$ cat config.mk
export PLATFORM = sky130hd
export DESIGN_NAME = periodic_down_timer_with_regs_top
export DESIGN_NICKNAME = d
export VERILOG_FILES = /design/src/rtl/pdt_pkg.sv /design/src/rtl/pdt_core.sv /design/src/rtl/periodic_down_timer_with_regs_top.sv
export SDC_FILE = /design/constraint.sdc
export NUM_CORES = 1
export LEC_CHECK = 0
export ABC_AREA = 1
export BUFFER_PORTS_ARGS = -buffer_cell sky130_fd_sc_hd__buf_2
export CAP_MARGIN = 30
export CORE_UTILIZATION = 45
export CTS_CLUSTER_DIAMETER = 100
export CTS_CLUSTER_SIZE = 24
export DETAILED_ROUTE_END_ITERATION = 16
export PLACE_DENSITY = 0.59
export SYNTH_ARGS = -nofsm -noshare
export SYNTH_HDL_FRONTEND = slang
export SYNTH_SLANG_ARGS = --single-unit
$ cat constraint.sdc
create_clock -name aclk -period 8.1 [get_ports aclk]
set_input_delay 1.215 -clock aclk [delete_from_list [all_inputs] [get_ports aclk]]
set_output_delay 1.215 -clock aclk [all_outputs]
set_load 0.05 [all_outputs]
$ cat src/rtl/pdt_pkg.sv
// shared types and constants for the periodic down timer
package pdt_pkg;

    localparam int COUNT_WIDTH_DEF = 32;
    localparam int DATA_WIDTH      = 32;

    // command codes carried in the top bits of the request
    typedef enum logic [1:0] {
        CMD_READ  = 2'd0,
        CMD_WRITE = 2'd1,
        CMD_TICK  = 2'd2
    } cmd_t;

    // register map
    typedef enum logic [2:0] {
        REG_LOAD    = 3'd0,
        REG_VALUE   = 3'd1,
        REG_CTRL    = 3'd2,
        REG_IRQCLR  = 3'd3,
        REG_RAWIRQ  = 3'd4,
        REG_MASKIRQ = 3'd5,
        REG_RELOAD  = 3'd6,
        REG_FREECNT = 3'd7
    } reg_idx_t;

    // control register bit positions
    localparam int CTRL_FREERUN_BIT = 9;
    localparam int CTRL_DEBUG_BIT   = 8;
    localparam int CTRL_ENABLE_BIT  = 7;
    localparam int CTRL_IRQEN_BIT   = 5;
    localparam int CTRL_PRE_LO_BIT  = 2;
    localparam int CTRL_23BIT_BIT   = 1;

    // prescale select codes
    localparam logic [1:0] PRE_DIV1   = 2'd0;
    localparam logic [1:0] PRE_DIV16  = 2'd1;
    localparam logic [1:0] PRE_DIV256 = 2'd2;
    // spare code, behaves as divide by one
    localparam logic [1:0] PRE_ALT_DIV1 = 2'd3;

    localparam logic [7:0] PRE_DIV16_M1  = 8'd15;
    localparam logic [7:0] PRE_DIV256_M1 = 8'd255;

    typedef struct packed {
        logic [1:0]            command;
        logic [2:0]            reg_index;
        logic [DATA_WIDTH-1:0] write_data;
    } req_t;

    typedef struct packed {
        logic [DATA_WIDTH-1:0] read_data;
        logic                  access_error;
        logic                  irq_out;
    } rsp_t;

endpackage

$ cat src/rtl/pdt_core.sv
// timer register file, prescaler and counters with the per-word response logic
module pdt_core import pdt_pkg::*; #(
    parameter int COUNT_WIDTH = COUNT_WIDTH_DEF
) (
    input  logic aclk,
    input  logic aresetn,
    input  logic req_valid,
    input  req_t req,
    output rsp_t rsp
);

    logic [COUNT_WIDTH-1:0] reload_reg, reload_next;
    logic [COUNT_WIDTH-1:0] down_reg, down_next;
    logic [COUNT_WIDTH-1:0] free_reg, free_next;
    logic                   pend_reg, pend_next;
    logic                   freerun_reg, freerun_next;
    logic                   debug_reg, debug_next;
    logic                   enable_reg, enable_next;
    logic                   irqen_reg, irqen_next;
    logic                   b23_reg, b23_next;
    logic [1:0]             presel_reg, presel_next;
    logic [7:0]             precnt_reg, precnt_next;

    logic [7:0]             div_m1;
    logic [COUNT_WIDTH-1:0] dec_val;
    logic [1:0]             pre_code;
    logic [DATA_WIDTH-1:0]  ctrl_rd;
    cmd_t                   cmd;
    reg_idx_t               idx;

    assign cmd = cmd_t'(req.command);
    assign idx = reg_idx_t'(req.reg_index);

    always_comb begin
        case (presel_reg)
            PRE_DIV16:  div_m1 = PRE_DIV16_M1;
            PRE_DIV256: div_m1 = PRE_DIV256_M1;
            default:    div_m1 = 8'd0;
        endcase
    end

    assign dec_val  = down_reg - COUNT_WIDTH'(1);
    assign pre_code = (presel_reg == PRE_ALT_DIV1) ? PRE_DIV1 : presel_reg;

    always_comb begin
        ctrl_rd = '0;
        ctrl_rd[CTRL_FREERUN_BIT]                  = freerun_reg;
        ctrl_rd[CTRL_DEBUG_BIT]                    = debug_reg;
        ctrl_rd[CTRL_ENABLE_BIT]                   = enable_reg;
        ctrl_rd[CTRL_IRQEN_BIT]                    = irqen_reg;
        ctrl_rd[CTRL_PRE_LO_BIT+1:CTRL_PRE_LO_BIT] = pre_code;
        ctrl_rd[CTRL_23BIT_BIT]                    = b23_reg;
    end

    always_comb begin
        reload_next  = reload_reg;
        down_next    = down_reg;
        free_next    = free_reg;
        pend_next    = pend_reg;
        freerun_next = freerun_reg;
        debug_next   = debug_reg;
        enable_next  = enable_reg;
        irqen_next   = irqen_reg;
        b23_next     = b23_reg;
        presel_next  = presel_reg;
        precnt_next  = precnt_reg;
        rsp.read_data    = '0;
        rsp.access_error = 1'b0;

        case (cmd)
            CMD_READ: begin
                case (idx)
                    REG_LOAD:    rsp.read_data = DATA_WIDTH'(reload_reg);
                    REG_VALUE:   rsp.read_data = DATA_WIDTH'(down_reg);
                    REG_CTRL:    rsp.read_data = ctrl_rd;
                    REG_IRQCLR:  rsp.access_error = 1'b1;
                    REG_RAWIRQ:  rsp.read_data = DATA_WIDTH'(pend_reg);
                    REG_MASKIRQ: rsp.read_data = DATA_WIDTH'(pend_reg & irqen_reg);
                    REG_RELOAD:  rsp.read_data = DATA_WIDTH'(reload_reg);
                    REG_FREECNT: rsp.read_data = DATA_WIDTH'(free_reg);
                    default:     rsp.read_data = '0;
                endcase
            end
            CMD_WRITE: begin
                case (idx)
                    REG_LOAD: begin
                        reload_next = req.write_data[COUNT_WIDTH-1:0];
                        down_next   = req.write_data[COUNT_WIDTH-1:0];
                    end
                    REG_CTRL: begin
                        freerun_next = req.write_data[CTRL_FREERUN_BIT];
                        debug_next   = req.write_data[CTRL_DEBUG_BIT];
                        enable_next  = req.write_data[CTRL_ENABLE_BIT];
                        irqen_next   = req.write_data[CTRL_IRQEN_BIT];
                        b23_next     = req.write_data[CTRL_23BIT_BIT];
                        presel_next  = req.write_data[CTRL_PRE_LO_BIT+1:CTRL_PRE_LO_BIT];
                    end
                    REG_IRQCLR: pend_next   = 1'b0;
                    REG_RELOAD: reload_next = req.write_data[COUNT_WIDTH-1:0];
                    default:    rsp.access_error = 1'b1;
                endcase
            end
            CMD_TICK: begin
                if (enable_reg) begin
                    if (precnt_reg >= div_m1) begin
                        precnt_next = 8'd0;
                        // zero test follows the decrement, so zero wraps to all ones
                        if (dec_val == '0) begin
                            down_next = reload_reg;
                            free_next = '0;
                            pend_next = 1'b1;
                        end else begin
                            down_next = dec_val;
                            free_next = free_reg + COUNT_WIDTH'(1);
                        end
                    end else begin
                        precnt_next = precnt_reg + 8'd1;
                    end
                end
            end
            default: ;
        endcase

        rsp.irq_out = pend_next & irqen_next;
    end

    always_ff @(posedge aclk) begin
        if (!aresetn) begin
            reload_reg  <= '0;
            down_reg    <= '0;
            free_reg    <= '0;
            pend_reg    <= 1'b0;
            freerun_reg <= 1'b0;
            debug_reg   <= 1'b0;
            enable_reg  <= 1'b0;
            irqen_reg   <= 1'b0;
            b23_reg     <= 1'b0;
            presel_reg  <= PRE_DIV1;
            precnt_reg  <= 8'd0;
        end else if (req_valid) begin
            reload_reg  <= reload_next;
            down_reg    <= down_next;
            free_reg    <= free_next;
            pend_reg    <= pend_next;
            freerun_reg <= freerun_next;
            debug_reg   <= debug_next;
            enable_reg  <= enable_next;
            irqen_reg   <= irqen_next;
            b23_reg     <= b23_next;
            presel_reg  <= presel_next;
            precnt_reg  <= precnt_next;
        end
    end

endmodule

$ cat src/rtl/periodic_down_timer_with_regs_top.sv
// Periodic down timer with a register interface, driven as a stream of words.
// Each input word is a bus read, a bus write or one base clock tick, and yields
// exactly one response word. One word is accepted per cycle; its response
// appears in the output register on the next cycle, and a new word is taken
// whenever that register is empty or being drained in the same cycle. Counter
// width is COUNT_WIDTH bits (16 to 32); reads return it zero-extended to 32.
module periodic_down_timer_with_regs_top import pdt_pkg::*; #(
    parameter int COUNT_WIDTH = COUNT_WIDTH_DEF
) (
    input  logic        aclk,
    input  logic        aresetn,
    input  logic        s_tvalid,
    output logic        s_tready,
    input  logic [31:0] s_tdata,   // write_data
    input  logic [4:0]  s_tuser,   // command [1:0], reg_index [4:2]
    output logic        m_tvalid,
    input  logic        m_tready,
    output logic [31:0] m_tdata,   // read_data
    output logic [1:0]  m_tuser    // access_error [0], irq_out [1]
);

    logic accept;
    req_t req;
    rsp_t rsp;
    logic m_tvalid_reg;
    rsp_t rsp_reg;

    assign s_tready = !m_tvalid_reg || m_tready;
    assign accept   = s_tvalid && s_tready;

    assign req.command    = s_tuser[1:0];
    assign req.reg_index  = s_tuser[4:2];
    assign req.write_data = s_tdata;

    pdt_core #(
        .COUNT_WIDTH(COUNT_WIDTH)
    ) u_core (
        .aclk      (aclk),
        .aresetn   (aresetn),
        .req_valid (accept),
        .req       (req),
        .rsp       (rsp)
    );

    always_ff @(posedge aclk) begin
        if (!aresetn) begin
            m_tvalid_reg <= 1'b0;
        end else if (s_tready) begin
            m_tvalid_reg <= s_tvalid;
        end
    end

    always_ff @(posedge aclk) begin
        if (accept) begin
            rsp_reg <= rsp;
        end
    end

    assign m_tvalid   = m_tvalid_reg;
    assign m_tdata    = rsp_reg.read_data;
    assign m_tuser[0] = rsp_reg.access_error;
    assign m_tuser[1] = rsp_reg.irq_out;

endmodule
==> flow_summary.yaml <==
sta:
  tightest_slew_ps: 981
  finalSetupViolations: 0
  fin_crit_sh_pct: 50.0
  finalMaxSlewViolations: 0
  fin_worst_skew_ps: 9.26
  max_slew_margin_pct: 34.5
  rsz0062_at_grt: "false"
  max_freq_mhz: 247
  post-route-min-period_ps: 4050
  fin_tns_setup_ps: 0
  fin_hold_ws_ps: 491
  hold_viol: 0
die:
  dieArea_um2: 18700
  die_y_um: 137
  rows: 48
  start_util_pct: 46.7
  die_x_um: 137
  io_pins: 77
  core_area_um2: 17500
power_and_ir_drop:
  ir_worst_vdd_v: 0.000161
  leakagePower_nw: 3.81
  p_total_mw: 1.95
  power.density_nw_per_um2: 210
final_layout:
  fin_util_pct: 53.0
  num-nets-final: 1263
  areaGrowthSynthToFinish_pct: 13.5
  nFillCells: 1792
  drive_above_1_share_pct: 13.5
  final_cells: 1442
  antennaDiodeCount: 0
routing:
  drc: 0
  drtPass1Iterations: 5
  drt_wl_total_mm: 24.0
  num_vias: 7785
  drt_iter0_markers: 647
  wl_per_cell_um: 16.7
  vias_per_cell: 5.40
  antenna_left: 0
global_route:
  first_global_vias: 6901
  gr-usage-all-layers_pct: 26.7
  grt_overflow_total: 0
  grt_max_degree: 77
  grt_pass1_wl_mm: 37.7
  grt_antenna_before_repair: 0
yosys:
  avgSynthCellArea_um2: 7.12
  yosysWarnings: 0
  synthDistinctLibCells: 42
  synth_seq_cells: 147
  ys.flop_type: "dfxtp_1"
  synth_edf_count: 34
  async_flop_share_pct: 0
  synth_seq_area_share_pct: 40.1
  synth_area_um2: 8180
  syn_nets: 1208
  syn_inst: 1149
clock_network:
  numCtsBuffers: 17
  root_buffer: "clkbuf_16"
  cts_setup_buffers: 0
  cts.htree.levels: 4
  clk_latency_ps: 430
  cts.reportedPaths.clkPinSlew_ps: 70
  cts_tree: "done"
  cts_resized: 0
  cts_sinks: 147
  clockBufferDepth: 2
  ctsHoldBuffers: 0
setup_path:
  worstSetupStartpointType: "primary input"
  end_kind: "flop"
  max_stage_delay_ps: 620
  path_cells: "buf_2, inv_1, nand2_1, nand2_1, inv_1, buf_4, nand3_1, inv_2, nand2_1, inv_2, nor2_1, inv_1, nand2_2, inv_1, a21oi_1, o21a_1"
  slowest_stage: "inv_1"
  arrival_ps: 4380
  path_max_fanout: 37
  crit_top_cell: "inv_1"
  cp.required_ps: 8420
  critical_path_class: "in2reg"
outcome:
  status: "completed"
placement:
  gp_congestion: 0.954
  io_buffer_count: 76
  dp_cells: 1410
  dp_hpwl_mm: 17.7
run:
  maxCapViolations: 0
min_path:
  min_path_type: "reg2reg"
## kinds of logic after synthesis
kind of cell    after synthesis  share of synthesized area (%)
flops                       147                           40.1
fa+ha+maj                    18                           2.75
simple gates                499                           26.0
compound gates              286                           20.3
xor+xnor                     18                           1.93
mux                           1                          0.122
buf+inv                     180                           8.82
## cell type report
type,instances,area (um2),share of cell area (%)
Tap cell,225,282,3.03
Timing Repair Buffer,85,455,4.90
Inverter,131,492,5.29
Sequential cell,147,3280,35.3
Clock inverter,14,154,1.66
Multi-Input combinational cell,822,4180,45.0
Clock buffer,18,439,4.73
## worst paths after layout
check	to	slack, ps	from	depth (start not counted)
worst min-delay path	u_core.free_reg[19]$_SDFFE_PN0P_	490	u_core.free_reg[19]$_SDFFE_PN0P_	2
worst min register to register	u_core.free_reg[19]$_SDFFE_PN0P_	490	u_core.free_reg[19]$_SDFFE_PN0P_	2
worst max-delay path	u_core.free_reg[3]$_SDFFE_PN0P_	4050	m_tready	16
worst max register to register	u_core.free_reg[3]$_SDFFE_PN0P_	4450	u_core.presel_reg[0]$_SDFFE_PN0P_	15
## worst max-delay path: cells and delay by family
family	cells	cell delay, ps
compound gates	2	220
buf+inv	8	1960
simple gates	6	990
## where the power goes
part           internal, mW  switching, mW  leakage [nW]  total [mW]
registers             0.773         0.0226          1.26       0.795
clock network         0.465          0.337         0.277       0.802
logic                 0.106          0.249          2.27       0.354
## synth_stat cells, types with 2 or more instances
cell type / count / area, um2
a221oi_1: 12 / 105
nor3_1: 23 / 115
inv_2: 4 / 15.0
buf_6: 5 / 56.3
xnor2_1: 2 / 17.5
nand2_2: 12 / 75.1
buf_2: 7 / 35.0
nor3b_1: 2 / 15.0
o211ai_2: 6 / 75.1
nand3_2: 3 / 30.0
ha_1: 18 / 225
nor4_1: 2 / 12.5
nand2_1: 163 / 612
o211ai_1: 23 / 173
nor2_4: 3 / 33.8
a21oi_2: 6 / 52.6
nand3b_1: 4 / 30.0
nor2_1: 214 / 803
edfxtp_1: 34 / 1020
o22ai_1: 26 / 163
clkbuf_1: 36 / 135
xor2_1: 16 / 140
inv_1: 123 / 462
a211oi_1: 2 / 15.0
a21oi_1: 108 / 541
o21ai_1: 7 / 35.0
o2111ai_1: 2 / 17.5
o21ai_0: 89 / 445
nor2_2: 11 / 68.8
clkinv_1: 4 / 15.0
nand4_1: 9 / 56.3
dfxtp_1: 113 / 2260
nand3_1: 51 / 255
## through the flow
stage / worst slack, ps / instance area (um2)
global placement: 3630 / 8680
floorplan: 3990 / 8180
global route: 3650 / 9290
CTS: 4060 / 9290
detailed placement: 3610 / 8700
finish: 4050 / 9290
## placed cells by master (no fill, tap or decap), drive strengths merged, types with 2 or more instances in the layout
master    synthesis  layout
edfxtp           34      34
a21oi           114     114
ha               18      18
bufinv            0       2
nor3             23      23
nor2            228     228
inv             127     131
nand4             9       9
o22ai            26      26
a221oi           12      12
clkinvlp          0       5
nand3b            4       4
clkinv            4       7
nor4              3       3
nand3            54      54
o21ai            96      96
o2111ai           2       2
clkbuf           36      18
dfxtp           113     113
buf              13      85
o211ai           29      29
a211oi            2       2
xnor2             2       2
nor3b             2       2
nand2           175     175
xor2             16      16
## per-layer routing
layer / up-vias / GRT usage, % / wire length (um)
met5: - / 0 / 0
met4: 0 / 7.33 / 378
met3: 23 / 4.30 / 1480
met2: 210 / 37.8 / 9960
met1: 3590 / 41.3 / 12200
li1: 3962 / - / -
No activity file was read; power rests on OpenSTA's default activity.
